===== src/rtl/tpr_pkg.sv =====
// ----------------------------------------------------------------------------
// tpr_pkg
// Shared types, key table and codes for the tagged record text parser.
// ----------------------------------------------------------------------------
package tpr_pkg;

  // Default depth of the held-whitespace store
  localparam int SPACE_FIFO_DEPTH_DEF = 16;

  localparam int NUM_KEYS = 26;

  // Result kinds
  localparam logic [1:0] KIND_STR_BYTE = 2'd0;
  localparam logic [1:0] KIND_STR_END  = 2'd1;
  localparam logic [1:0] KIND_NUMBER   = 2'd2;
  localparam logic [1:0] KIND_DONE     = 2'd3;

  // Characters of interest
  localparam logic [7:0] CH_PERCENT = 8'h25;
  localparam logic [7:0] CH_LF      = 8'h0A;
  localparam logic [7:0] CH_SPACE   = 8'h20;
  localparam logic [7:0] CH_TAB     = 8'h09;
  localparam logic [7:0] CH_CR      = 8'h0D;
  localparam logic [7:0] CH_ZERO    = 8'h30;
  localparam logic [7:0] CH_NINE    = 8'h39;

  typedef enum logic [1:0] {
    KC_STR,
    KC_NUM,
    KC_SKIP
  } key_class_t;

  // Hash of each known key, in tag order
  localparam logic [31:0] KEY_HASH [NUM_KEYS] = '{
    32'd761,   32'd7924,  32'd12189, 32'd715,   32'd3051,  32'd408,   32'd6058,
    32'd726,   32'd24269, 32'd97997, 32'd14004, 32'd3506,  32'd921,   32'd1513,
    32'd1753,  32'd15204, 32'd1466,  32'd1508,  32'd2804,  32'd5867,  32'd61355,
    32'd24435, 32'd14188, 32'd2932,  32'd2966,  32'd697
  };

  localparam key_class_t KEY_CLASS [NUM_KEYS] = '{
    KC_STR,  KC_STR,  KC_STR,  KC_STR,  KC_SKIP, KC_STR,  KC_SKIP, KC_STR,  KC_NUM,
    KC_NUM,  KC_STR,  KC_NUM,  KC_NUM,  KC_NUM,  KC_NUM,  KC_SKIP, KC_SKIP, KC_SKIP,
    KC_SKIP, KC_SKIP, KC_SKIP, KC_SKIP, KC_SKIP, KC_SKIP, KC_STR,  KC_STR
  };

  // Input request
  typedef struct packed {
    logic [7:0] byte_value;
    logic       end_of_record;
  } rec_t;

  // Result
  typedef struct packed {
    logic [1:0]  kind;
    logic [4:0]  tag_id;
    logic [7:0]  text_byte;
    logic [31:0] number_value;
    logic        status;
    logic        final_result;
  } res_t;

  typedef struct packed {
    logic       hit;
    logic [4:0] idx;
    key_class_t cls;
  } key_match_t;

  // Controller to datapath
  typedef struct packed {
    logic latch;        // capture the accepted request
    logic main_go;      // process the byte
    logic use_latched;  // byte comes from the latch, not the port
    logic flush_rd;     // read held whitespace at the flush index
    logic flush_emit;   // emit the held byte just read
    logic finish_go;    // close the open field
    logic done_go;      // emit record done and clear state
  } cmd_t;

  // Datapath to controller
  typedef struct packed {
    logic can_push;       // result queue has room
    logic in_slow;        // port byte needs more than one step
    logic in_need_flush;  // port byte releases held whitespace first
    logic in_zero;        // port byte is zero
    logic lat_eor;        // latched request ends the record
    logic flush_last;     // flush index is at the last held byte
  } status_t;

  function automatic key_match_t key_lookup(input logic [31:0] h);
    key_match_t m;
    m.hit = 1'b0;
    m.idx = '0;
    m.cls = KC_SKIP;
    for (int i = 0; i < NUM_KEYS; i++) begin
      if (KEY_HASH[i] == h) begin
        m.hit = 1'b1;
        m.idx = 5'(i);
        m.cls = KEY_CLASS[i];
      end
    end
    return m;
  endfunction

  function automatic logic is_ws(input logic [7:0] b);
    return (b == CH_SPACE) || ((b >= CH_TAB) && (b <= CH_CR));
  endfunction

endpackage


===== src/rtl/tpr_ram.sv =====
// ----------------------------------------------------------------------------
// tpr_ram
// Generic single-write, single-read RAM with registered read data.
// ----------------------------------------------------------------------------
module tpr_ram #(
  parameter int WIDTH = 8,
  parameter int DEPTH = 16,
  localparam int AW = (DEPTH > 1) ? $clog2(DEPTH) : 1
) (
  input  logic             clk,
  input  logic             we,
  input  logic [AW-1:0]    waddr,
  input  logic [WIDTH-1:0] wdata,
  input  logic             re,
  input  logic [AW-1:0]    raddr,
  output logic [WIDTH-1:0] rdata
);

  logic [WIDTH-1:0] mem [DEPTH];

  always_ff @(posedge clk) begin
    if (we) begin
      mem[waddr] <= wdata;
    end
    if (re) begin
      rdata <= mem[raddr];
    end
  end

endmodule


===== src/rtl/tpr_ctrl.sv =====
// ----------------------------------------------------------------------------
// tpr_ctrl
// Sequencer: takes a request, runs flush / main / finish / done steps.
// ----------------------------------------------------------------------------
module tpr_ctrl (
  input  logic             clk,
  input  logic             rst,
  input  logic             rec_valid,
  output logic             rec_ready,
  input  tpr_pkg::status_t sts,
  output tpr_pkg::cmd_t    cmd
);

  typedef enum logic [2:0] {
    ST_IDLE,
    ST_FL_RD,
    ST_FL_EMIT,
    ST_MAIN,
    ST_FINISH,
    ST_DONE
  } state_t;

  state_t state, state_next;
  logic   accept;

  assign rec_ready = (state == ST_IDLE) && sts.can_push;
  assign accept    = rec_valid && rec_ready;

  // Next state and commands
  always_comb begin
    state_next = state;
    cmd        = '0;
    unique case (state)
      ST_IDLE: begin
        if (accept) begin
          if (!sts.in_slow) begin
            cmd.main_go = 1'b1;
          end else begin
            cmd.latch = 1'b1;
            if (sts.in_need_flush) begin
              state_next = ST_FL_RD;
            end else if (!sts.in_zero) begin
              state_next = ST_MAIN;
            end else begin
              state_next = ST_FINISH;
            end
          end
        end
      end
      ST_FL_RD: begin
        cmd.flush_rd = 1'b1;
        state_next   = ST_FL_EMIT;
      end
      ST_FL_EMIT: begin
        if (sts.can_push) begin
          cmd.flush_emit = 1'b1;
          state_next     = sts.flush_last ? ST_MAIN : ST_FL_RD;
        end
      end
      ST_MAIN: begin
        if (sts.can_push) begin
          cmd.main_go     = 1'b1;
          cmd.use_latched = 1'b1;
          state_next      = sts.lat_eor ? ST_FINISH : ST_IDLE;
        end
      end
      ST_FINISH: begin
        if (sts.can_push) begin
          cmd.finish_go = 1'b1;
          state_next    = sts.lat_eor ? ST_DONE : ST_IDLE;
        end
      end
      ST_DONE: begin
        if (sts.can_push) begin
          cmd.done_go = 1'b1;
          state_next  = ST_IDLE;
        end
      end
      default: state_next = ST_IDLE;
    endcase
  end

  always_ff @(posedge clk) begin
    if (rst) begin
      state <= ST_IDLE;
    end else begin
      state <= state_next;
    end
  end

`ifndef SYNTHESIS
  // A latched request always leads to at least one further step
  assert property (@(posedge clk) disable iff (rst)
    cmd.latch |=> (state != ST_IDLE))
    else $error("latched request left no pending step");

  // Record done is only reached for a request that ends the record
  assert property (@(posedge clk) disable iff (rst)
    (state == ST_DONE) |-> sts.lat_eor)
    else $error("record done without end of record");
`endif

endmodule


===== src/rtl/tpr_datapath.sv =====
// ----------------------------------------------------------------------------
// tpr_datapath
// Parse state, key hash and lookup, number accumulator, held whitespace
// store and a two-entry result queue.
// ----------------------------------------------------------------------------
module tpr_datapath #(
  parameter int SPACE_FIFO_DEPTH = tpr_pkg::SPACE_FIFO_DEPTH_DEF
) (
  input  logic             clk,
  input  logic             rst,
  input  tpr_pkg::rec_t    rec_data,
  input  tpr_pkg::cmd_t    cmd,
  output tpr_pkg::status_t sts,
  output logic             res_valid,
  input  logic             res_ready,
  output tpr_pkg::res_t    res_data
);

  localparam int AW = (SPACE_FIFO_DEPTH > 1) ? $clog2(SPACE_FIFO_DEPTH) : 1;
  localparam int CW = $clog2(SPACE_FIFO_DEPTH + 1);
  localparam logic [CW-1:0] FULL_COUNT = CW'(SPACE_FIFO_DEPTH);

  typedef enum logic [2:0] {
    PH_SCAN,
    PH_KEY,
    PH_SKIP1,
    PH_STR_LEAD,
    PH_STR_BODY,
    PH_NUM_LEAD,
    PH_NUM_DIG,
    PH_DRAIN
  } phase_t;

  // Parse state
  phase_t        phase, phase_next;
  logic [31:0]   key_hash, key_hash_next;
  logic [4:0]    cur_tag, cur_tag_next;
  logic [31:0]   accum, accum_next;
  logic [CW-1:0] pend_count, pend_count_next;
  logic          error_seen, error_seen_next;
  logic [AW-1:0] fl_idx, fl_idx_next;

  // Latched request
  logic [7:0]    lat_byte;
  logic          lat_eor;

  // Held whitespace store
  logic          ram_we;
  logic [7:0]    ram_rdata;

  // Result queue
  tpr_pkg::res_t q0, q1;
  logic [1:0]    q_count;
  logic          push, pop;
  tpr_pkg::res_t push_data;

  logic [7:0]           sel_b;
  logic                 sel_ws, sel_digit, in_ws;
  tpr_pkg::key_match_t  lk;
  phase_t               lk_phase;
  phase_t               fin_phase;
  logic [4:0]           fin_tag;
  logic [31:0]          fin_accum;

  assign sel_b     = cmd.use_latched ? lat_byte : rec_data.byte_value;
  assign sel_ws    = tpr_pkg::is_ws(sel_b);
  assign sel_digit = (sel_b >= tpr_pkg::CH_ZERO) && (sel_b <= tpr_pkg::CH_NINE);
  assign in_ws     = tpr_pkg::is_ws(rec_data.byte_value);

  assign lk = tpr_pkg::key_lookup(key_hash);

  always_comb begin
    unique case (lk.cls)
      tpr_pkg::KC_STR: lk_phase = PH_STR_LEAD;
      tpr_pkg::KC_NUM: lk_phase = PH_NUM_LEAD;
      default:         lk_phase = PH_SKIP1;
    endcase
  end

  // Status towards the controller
  always_comb begin
    sts.can_push      = (q_count != 2'd2);
    sts.in_zero       = (rec_data.byte_value == 8'd0);
    sts.in_need_flush = !sts.in_zero && (phase == PH_STR_BODY) &&
                        ((in_ws && (rec_data.byte_value != tpr_pkg::CH_LF) &&
                          (pend_count == FULL_COUNT)) ||
                         (!in_ws && (pend_count != '0)));
    sts.in_slow       = sts.in_zero || rec_data.end_of_record || sts.in_need_flush;
    sts.lat_eor       = lat_eor;
    sts.flush_last    = ((CW'(fl_idx) + CW'(1)) == pend_count);
  end

  // Field close as seen at end of record or zero byte
  always_comb begin
    fin_phase = phase;
    fin_tag   = cur_tag;
    fin_accum = accum;
    if (phase == PH_KEY) begin
      if (lk.hit) begin
        fin_phase = lk_phase;
        fin_tag   = lk.idx;
        fin_accum = '0;
      end else begin
        fin_phase = PH_DRAIN;
      end
    end
  end

  // Step logic
  always_comb begin
    phase_next      = phase;
    key_hash_next   = key_hash;
    cur_tag_next    = cur_tag;
    accum_next      = accum;
    pend_count_next = pend_count;
    error_seen_next = error_seen;
    fl_idx_next     = fl_idx;
    ram_we          = 1'b0;
    push            = 1'b0;
    push_data       = '0;
    push_data.tag_id = cur_tag;

    if (cmd.main_go) begin
      push_data.final_result = cmd.use_latched ? !lat_eor : 1'b1;
      unique case (phase)
        PH_SCAN: begin
          if (sel_b == tpr_pkg::CH_PERCENT) begin
            phase_next    = PH_KEY;
            key_hash_next = '0;
          end
        end
        PH_KEY: begin
          if (sel_b == tpr_pkg::CH_PERCENT) begin
            if (lk.hit) begin
              cur_tag_next    = lk.idx;
              accum_next      = '0;
              pend_count_next = '0;
              phase_next      = lk_phase;
            end else begin
              error_seen_next = 1'b1;
              phase_next      = PH_DRAIN;
            end
          end else begin
            key_hash_next = key_hash + ({24'd0, sel_b} | key_hash);
          end
        end
        PH_SKIP1: phase_next = PH_SCAN;
        PH_STR_LEAD: begin
          if (!sel_ws) begin
            push                = 1'b1;
            push_data.kind      = tpr_pkg::KIND_STR_BYTE;
            push_data.text_byte = sel_b;
            phase_next          = PH_STR_BODY;
          end
        end
        PH_STR_BODY: begin
          if (sel_b == tpr_pkg::CH_LF) begin
            pend_count_next = '0;
            push            = 1'b1;
            push_data.kind  = tpr_pkg::KIND_STR_END;
            phase_next      = PH_SCAN;
          end else if (sel_ws) begin
            // hold it; any earlier full store has been flushed already
            ram_we          = 1'b1;
            pend_count_next = pend_count + CW'(1);
          end else begin
            push                = 1'b1;
            push_data.kind      = tpr_pkg::KIND_STR_BYTE;
            push_data.text_byte = sel_b;
          end
        end
        PH_NUM_LEAD, PH_NUM_DIG: begin
          if (sel_digit) begin
            accum_next = (accum << 3) + (accum << 1) + {24'd0, sel_b - tpr_pkg::CH_ZERO};
            phase_next = PH_NUM_DIG;
          end else if ((phase == PH_NUM_LEAD) && sel_ws) begin
            phase_next = phase;
          end else begin
            push                   = 1'b1;
            push_data.kind         = tpr_pkg::KIND_NUMBER;
            push_data.number_value = accum;
            phase_next             = PH_SCAN;
          end
        end
        default: phase_next = phase;
      endcase
    end else if (cmd.flush_emit) begin
      push                   = 1'b1;
      push_data.kind         = tpr_pkg::KIND_STR_BYTE;
      push_data.text_byte    = ram_rdata;
      push_data.final_result = sts.flush_last && !lat_eor && tpr_pkg::is_ws(lat_byte);
      if (sts.flush_last) begin
        fl_idx_next     = '0;
        pend_count_next = '0;
      end else begin
        fl_idx_next = fl_idx + AW'(1);
      end
    end else if (cmd.finish_go) begin
      cur_tag_next           = fin_tag;
      accum_next             = fin_accum;
      push_data.tag_id       = fin_tag;
      push_data.final_result = !lat_eor;
      if ((phase == PH_KEY) && !lk.hit) begin
        error_seen_next = 1'b1;
      end
      if ((phase == PH_KEY) && lk.hit) begin
        pend_count_next = '0;
      end
      if ((fin_phase == PH_STR_LEAD) || (fin_phase == PH_STR_BODY)) begin
        pend_count_next = '0;
        push            = 1'b1;
        push_data.kind  = tpr_pkg::KIND_STR_END;
      end else if ((fin_phase == PH_NUM_LEAD) || (fin_phase == PH_NUM_DIG)) begin
        push                   = 1'b1;
        push_data.kind         = tpr_pkg::KIND_NUMBER;
        push_data.number_value = fin_accum;
      end
      phase_next = PH_DRAIN;
    end else if (cmd.done_go) begin
      push                   = 1'b1;
      push_data.kind         = tpr_pkg::KIND_DONE;
      push_data.tag_id       = '0;
      push_data.status       = error_seen;
      push_data.final_result = 1'b1;
      phase_next             = PH_SCAN;
      key_hash_next          = '0;
      cur_tag_next           = '0;
      accum_next             = '0;
      pend_count_next        = '0;
      error_seen_next        = 1'b0;
      fl_idx_next            = '0;
    end
  end

  // Parse state registers
  always_ff @(posedge clk) begin
    if (rst) begin
      phase      <= PH_SCAN;
      key_hash   <= '0;
      cur_tag    <= '0;
      accum      <= '0;
      pend_count <= '0;
      error_seen <= 1'b0;
      fl_idx     <= '0;
    end else begin
      phase      <= phase_next;
      key_hash   <= key_hash_next;
      cur_tag    <= cur_tag_next;
      accum      <= accum_next;
      pend_count <= pend_count_next;
      error_seen <= error_seen_next;
      fl_idx     <= fl_idx_next;
    end
  end

  // Request latch
  always_ff @(posedge clk) begin
    if (cmd.latch) begin
      lat_byte <= rec_data.byte_value;
      lat_eor  <= rec_data.end_of_record;
    end
  end

  tpr_ram #(
    .WIDTH(8),
    .DEPTH(SPACE_FIFO_DEPTH)
  ) u_space_ram (
    .clk  (clk),
    .we   (ram_we),
    .waddr(pend_count[AW-1:0]),
    .wdata(sel_b),
    .re   (cmd.flush_rd),
    .raddr(fl_idx),
    .rdata(ram_rdata)
  );

  // Two-entry result queue
  assign res_valid = (q_count != 2'd0);
  assign res_data  = q0;
  assign pop       = res_valid && res_ready;

  always_ff @(posedge clk) begin
    if (rst) begin
      q_count <= '0;
    end else begin
      unique case ({push, pop})
        2'b10:   q_count <= q_count + 2'd1;
        2'b01:   q_count <= q_count - 2'd1;
        default: q_count <= q_count;
      endcase
    end
  end

  always_ff @(posedge clk) begin
    if (pop) begin
      if (push && (q_count == 2'd1)) begin
        q0 <= push_data;
      end else begin
        q0 <= q1;
      end
      if (push && (q_count == 2'd2)) begin
        q1 <= push_data;
      end
    end else if (push) begin
      if (q_count == 2'd0) begin
        q0 <= push_data;
      end else begin
        q1 <= push_data;
      end
    end
  end

`ifndef SYNTHESIS
  // Whitespace is never written into a full store
  assert property (@(posedge clk) disable iff (rst)
    ram_we |-> (pend_count < FULL_COUNT))
    else $error("held whitespace written into full store");

  // Result queue never overflows
  assert property (@(posedge clk) disable iff (rst)
    push |-> (q_count != 2'd2))
    else $error("result queue overflow");

  // Flush reads stay within the held bytes
  assert property (@(posedge clk) disable iff (rst)
    cmd.flush_rd |-> (CW'(fl_idx) < pend_count))
    else $error("flush read beyond held bytes");

  // Record done leaves the parser scanning with nothing held
  assert property (@(posedge clk) disable iff (rst)
    cmd.done_go |=> ((phase == PH_SCAN) && (pend_count == '0) && !error_seen))
    else $error("state not cleared after record done");
`endif

endmodule


===== src/rtl/tagged_record_text_parser_core.sv =====
// ----------------------------------------------------------------------------
// tagged_record_text_parser_core
// Parses %KEY% records byte by byte into string, number and record-done
// results.
// ----------------------------------------------------------------------------
//  channel | valid     | ready     | payload  | moves
//  --------+-----------+-----------+----------+------------------------------
//  input   | rec_valid | rec_ready | rec_data | one record byte per request
//  output  | res_valid | res_ready | res_data | one result per request
//
//  An ordinary byte is processed in the cycle it is accepted and gives at most one result.
//  Any other byte is first latched, then each held whitespace byte it
//  releases takes a RAM read, then a result; then comes the byte itself
//  unless it is zero, then the field close on a zero byte or end of
//  record, and record done at end of record. rec_ready is low until
//  the sequencer is idle again and while the two-entry result queue is full.
//  Reset is synchronous; no clearing pass follows it.
// ----------------------------------------------------------------------------
module tagged_record_text_parser_core #(
  parameter int SPACE_FIFO_DEPTH = tpr_pkg::SPACE_FIFO_DEPTH_DEF
) (
  input  logic          clk,
  input  logic          rst,
  input  logic          rec_valid,
  output logic          rec_ready,
  input  tpr_pkg::rec_t rec_data,
  output logic          res_valid,
  input  logic          res_ready,
  output tpr_pkg::res_t res_data
);

  tpr_pkg::cmd_t    cmd;
  tpr_pkg::status_t sts;

  tpr_ctrl u_ctrl (
    .clk      (clk),
    .rst      (rst),
    .rec_valid(rec_valid),
    .rec_ready(rec_ready),
    .sts      (sts),
    .cmd      (cmd)
  );

  tpr_datapath #(
    .SPACE_FIFO_DEPTH(SPACE_FIFO_DEPTH)
  ) u_datapath (
    .clk      (clk),
    .rst      (rst),
    .rec_data (rec_data),
    .cmd      (cmd),
    .sts      (sts),
    .res_valid(res_valid),
    .res_ready(res_ready),
    .res_data (res_data)
  );

endmodule

===== config.mk =====
export PLATFORM = sky130hd
export DESIGN_NAME = tagged_record_text_parser_core
export DESIGN_NICKNAME = d
export VERILOG_FILES = /design/src/rtl/tpr_pkg.sv /design/src/rtl/tpr_ram.sv /design/src/rtl/tpr_ctrl.sv /design/src/rtl/tpr_datapath.sv /design/src/rtl/tagged_record_text_parser_core.sv
export SDC_FILE = /design/constraint.sdc
export NUM_CORES = 1
export LEC_CHECK = 0
export BUFFER_PORTS_ARGS = -buffer_cell sky130_fd_sc_hd__buf_4
export CAP_MARGIN = 40
export CORE_MARGIN = 2
export CORE_UTILIZATION = 40
export CTS_CLUSTER_DIAMETER = 60
export DETAILED_ROUTE_END_ITERATION = 7
export PLACE_DENSITY_LB_ADDON = 0.3
export SYNTH_ARGS = -nofsm -noshare
export SYNTH_HDL_FRONTEND = slang
export SYNTH_HIERARCHICAL = 1
export SYNTH_SLANG_ARGS = --single-unit
export TNS_END_PERCENT = 1

===== constraint.sdc =====
create_clock -name clk -period 7.7 [get_ports clk]
set_input_delay 1.155 -clock clk [delete_from_list [all_inputs] [get_ports clk]]
set_output_delay 1.155 -clock clk [all_outputs]
set_load 0.01 [all_outputs]

Yosys cells after proc, flatten, opt, wreduce, memory -nomap -nowiden --
Memory sizes are Yosys's and may differ from the RTL's. A register that Yosys moved wholly into a read port is not among the register bits. Index checks and enable logic that the tools add are counted.
Operators by class: bitwise gates (word level) 2, $lt $le $gt $ge 8, add/subtract/negate cells 9, muxes and demuxes 168, reductions and logical operators 56, eq/ne operators 85
Operators by type and width (count):
- $mux 32 | 19
- $mux 49 | 8
- $mux 8 | 30
- $eq 10x32->1 const A | 5
- $eq 12x32->1 const A | 5
- $eq 11x32->1 const A | 4
- $eq 14x32->1 const A | 4
- $pmux 32 s2 | 2
- $mux 5 | 20
- $eq 13x32->1 const A | 3
- $mux 3 | 22
- $add 32x32->32 | 2
- $eq 15x32->1 const A | 2
- $mux 1 | 40
- $mux 40 | 1
- $pmux 3 s6 | 2
- $mux 33 | 1
- $add 32x8->32 | 1
- $eq 16x32->1 const A | 1
- $eq 17x32->1 const A | 1
- $eq 8x6->1 const B | 4
- $eq 9x32->1 const A | 1
- $or 8x32->32 | 1
- $eq 3x3->1 const B | 8
- 54 further kinds | 141
Storage, ports and cells: memories 1, bits in registers 194, output and inout bits 51, bits of input ports 13, logic and storage cells 352, RAM bits 128
Memories:
- u_datapath.u_space_ram.mem | depth 16, bits a word 8, read ports 1, clocked after memory_dff 1, write ports 1, RTL line tpr_ram.sv:19 | logic [WIDTH-1:0] mem [DEPTH];

Logic depth before layout (Yosys ltp) --
depth after elaboration 41, depth in mapped cells 23, depth with buffers taken out 21

Cells and area by module --
Netlist, hierarchy kept.
By module, submodules not included:
- tpr_datapath | area each 11985.2 um^2, seq. area each 4894.7 um^2, instances 1, cells each 1234
- tpr_ram | area each 5227.5 um^2, seq. area each 4083.9 um^2, instances 1, cells each 229
- tpr_ctrl | area each 305.3 um^2, seq. area each 60.1 um^2, instances 1, cells each 44

Worst setup path before layout --
OpenSTA, ideal clock, no wires.
kind input-to-reg, start point input port rec_data[5] (netlist bit), end point register u_datapath/q1[0] (netlist bit), enable pin, library setup time 0.529 ns, required time 7.171 ns, stages on the path 16, arrival 7.096 ns, slack 0.075 ns, buffers on the path 1, cells stage by stage nor3_1 nand3_1 nor2_1 a211oi_1 or3_1 nor4b_1 a21oi_1 nor3b_1 clkbuf_1 nor2_1 nand2_1 nand2_1 a31oi_4 inv_1 ha_1 a211oi_1
RTL lines:
- start: declaration | RTL line tagged_record_text_parser_core.sv:26 | input tpr_pkg::rec_t rec_data,
- end signal: assignment | RTL line tpr_datapath.sv:302 | q1 <= push_data;
- end signal: assignment | RTL line tpr_datapath.sv:308 | q1 <= push_data;
- end: declaration | RTL line tpr_datapath.sv:52 | tpr_pkg::res_t q0, q1;

==> flow_summary_export.csv <==
group,metric,value,unit
hold_path,hold_class,"flop to flop",
hold_path,min_from,"u_datapath/cur_tag[0]",
job,cap_violations,0,
synth,netlist.area_leader.share,41.7,%
cts,clockBufferDepth,3,
layout,nNetsFinal,1647,
sta,rsz0062_at_grt,"false",
routing,vias_per_cell,5.72,
power,power_density,263,mW/mm^2
setup_path,critPathKind,"flop to flop",
synth,synth_seq_cells,330,
cts,htreeDepth,2,
setup_path,worstPathCellList,"inv_1 -> ha_1 -> inv_1 -> nand2_1 -> nor2_1 -> buf_4 -> mux2i_1 -> inv_1 -> ha_1 -> xnor2_1 -> fa_1 -> inv_1 -> ha_1 -> o21ai_0 -> o21ai_0 -> a31oi_1 -> nor2b_1 -> a21oi_1 -> o311ai_0 -> nand3_1 -> o311a_1 -> a211oi_1",
sta,fin_crit_sh,79.0,%
layout,fillers,3953,
sta,worst_slew_pin_slew,875,ps
cts,cts_sinks,330,
floorplan,ios,64,
synth,synth.area.top_cells,"edfxtp_1, dfxtp_1, ha_1",
setup_path,arrival,6540,ps
global_routing,antenna_found_initial,1,
global_routing,grt_pass1_wl,66700,um
synth,ys_types,100,
placed_design,port_buffers,63,
floorplan,fp.dieW,213,um
sta,relSlewSlack,40.0,%
synth,postSynthCellCount,1507,
global_routing,grt_pass1_vias,12000,
cts,cts_tree,"done",
sta,finalClockSkew,17.0,ps
cts,cts_inserted_buffers,39,
layout,area_growth,13.4,%
sta,fmax,164,MHz
power,swShare,28.2,%
power,combPwrFrac,21.4,%
global_routing,grt_start_max_net_pins,55,
cts,worstSkewPairLatency,550,ps
synth,avgSynthCellArea,11.6,um^2
synth,syn_nets,1593,
cts,ctsResizeCount,0,
setup_path,path_common_cell,"inv_1",
power,p_int,3.75,mW
cts,post_cts_buffers,0,
synth,syn_area,0.0175,mm^2
synth,yosys_most_used_dff,"edfxtp_1",
sta,finalSetupViolations,0,
routing,drc,0,
setup_path,startpoint,"u_datapath/q_count[0]",
sta,finalHoldViolations,0,
routing,drt-initial-drc-count,1316,
setup_path,slowest_delay,550,ps
routing,wl,42200,um
sta,period_needed,6080,ps
floorplan,dieArea,0.0455,mm^2
global_routing,grt.total_usage,18.7,%
routing,drtPass1Iterations,5,
setup_path,r2r_start,"u_datapath/q_count[0]",
cts,cts_hold_buffers,0,
floorplan,core-area,0.0432,mm^2
global_routing,grt-ovfl-total,0,
power,p_leak,7.23,nW
power,finalPower,5.23,mW
power,pwr-share-clk,34.6,%
setup_path,cp-end-kind,"flop",
routing,drt-wirelength-per-cell,19.4,um
cts,path_clk_slew,60,ps
power,power_frac_seq,43.9,%
synth,async_reset_ff_share,0,%
layout,drive_gt1_share,16.2,%
setup_path,required,8160,ps
synth,synth_edf_count,243,
power,ir_drop,147,uV
synth,yosysSeqAreaShare,51.6,%
setup_path,crit_path_start_kind,"flop",
floorplan,initial_core_util,40.6,%
cts,root_buffer,"clkbuf_16",
synth,ys_top_cells_by_count,"edfxtp_1, nor2_1, nand2_1",
routing,ant_nets,0,
routing,vias,12500,
power,switchingPower,1.47,mW
floorplan,row_count,76,
synth,yosysWarnings,6,
placed_design,routabilityCongestion,0.903,
floorplan,die_y,213,um
synth,synth.largest_area_cell,"edfxtp_1",
setup_path,critPathMaxFanout,21,
synth,yosysMostFrequentCell,"edfxtp_1",
sta,slew_violations,0,
sta,fin_tns_setup,0,ps
run_status,status,"complete, no violations",
placed_design,dp_hpwl,28900,um
setup_path,cp_slowest_cell,"mux2i_1",
stage by stage:
stage | hold slack (ps) | cell area (um^2) | util (%) | instances | worst slack [ps]
2_1_floorplan | 432 | 17500 | - | 1507 | 75.0
6_report | 456 | 19900 | 46.0 | 2178 | 1620
5_1_grt | 469 | 19900 | 46.0 | 2176 | 1100
3_5_place_dp | 448 | 18600 | 43.0 | 2104 | 1740
4_1_cts | 455 | 19800 | 46.0 | 2175 | 1720
3_3_place_gp | 444 | 18500 | 42.8 | 2091 | 2050
metal layers:
metal	vias to the layer above	wire length, um	GRT usage (%)
li1	5916	-	-
met1	6087	19400	26.6
met2	398	19200	29.3
met3	50	2950	3.59
met4	0	636	4.67
met5	-	0	0
registers in the layout (all words and copies together), names as in the netlist:
signal                        count
u_datapath/cur_tag                5
u_ctrl/state                      3
u_datapath/lat_eor                1
u_datapath/q1                    49
u_datapath/u_space_ram/mem      128
u_datapath/res_data              49
u_datapath/phase                  3
u_datapath/q_count                2
u_datapath/pend_count             5
u_datapath/key_hash              32
u_datapath/accum                 32
u_datapath/fl_idx                 4
u_datapath/u_space_ram/rdata      8
u_datapath/lat_byte               8
u_datapath/error_seen             1
power groups by stage:
stage | registers (mW) | logic, mW | clock network, mW
5_1_grt | 2.32 | 1.22 | 1.92
4_1_cts | 2.30 | 1.13 | 1.85
3_5_place_dp | 2.34 | 1.12 | 0
3_3_place_gp | 2.33 | 1.10 | 0
6_report | 2.30 | 1.12 | 1.81
2_1_floorplan | 2.40 | 0.652 | 0
worst paths after layout:
path	cells after the start	slack [ps]	end
worst min-delay path	2	460	u_datapath/cur_tag[0]
worst max register to register	22	1620	u_datapath/accum[30]
worst min register to register	2	460	u_datapath/cur_tag[0]
worst max-delay path	22	1620	u_datapath/accum[30]
critical path: cells and delay by family, from the launching register on:
kind | cells | cell delay (ps)
AO/OA/AOI/OAI | 7 | 1650
adder cells (fa/ha/maj) | 4 | 1550
buffers and inverters | 5 | 1040
AND/OR/NAND/NOR | 4 | 690
multiplexers | 1 | 550
flip-flops | 1 | 370
XOR/XNOR | 1 | 150
layout make-up:
cell class | count | area, um^2 | area share (%)
diodes | 2 | 5.00 | 0.0252
clock buffers | 52 | 1060 | 5.32
clock inverters | 19 | 213 | 1.07
inverters | 52 | 195 | 0.983
multi-input cells | 1042 | 7900 | 39.8
flip-flops and latches | 330 | 9040 | 45.5
well taps | 585 | 732 | 3.69
repair buffers | 96 | 721 | 3.63
cell families (layout without fill, tap and decap cells):
group / count (synthesis) / count (layout) / synth area share, %
and+or+nand+nor: 496 / 496 / 15.3
DFF: 330 / 330 / 51.6
xor gates and xnor gates: 33 / 33 / 1.65
AOI/OAI and AO/OA: 348 / 348 / 13.8
muxes: 92 / 92 / 8.50
adders and majority gates: 73 / 73 / 5.47
other: 0 / 2 / 0
buffers and inverters: 135 / 219 / 3.66
cells in the final DEF (no fill, tap or decap), drive strengths merged, types with 21 or more instances in the layout:
cell type,instances
a21oi,64
mux2,52
nand2b,21
edfxtp,243
o21ai,72
clkbuf,52
mux4,32
dfxtp,87
nor2,130
buf,96
nand3,28
a22oi,55
nand4,24
and2,42
nand2,91
nor3,32
ha,67
inv,56
(Power assumes the default switching activity.)
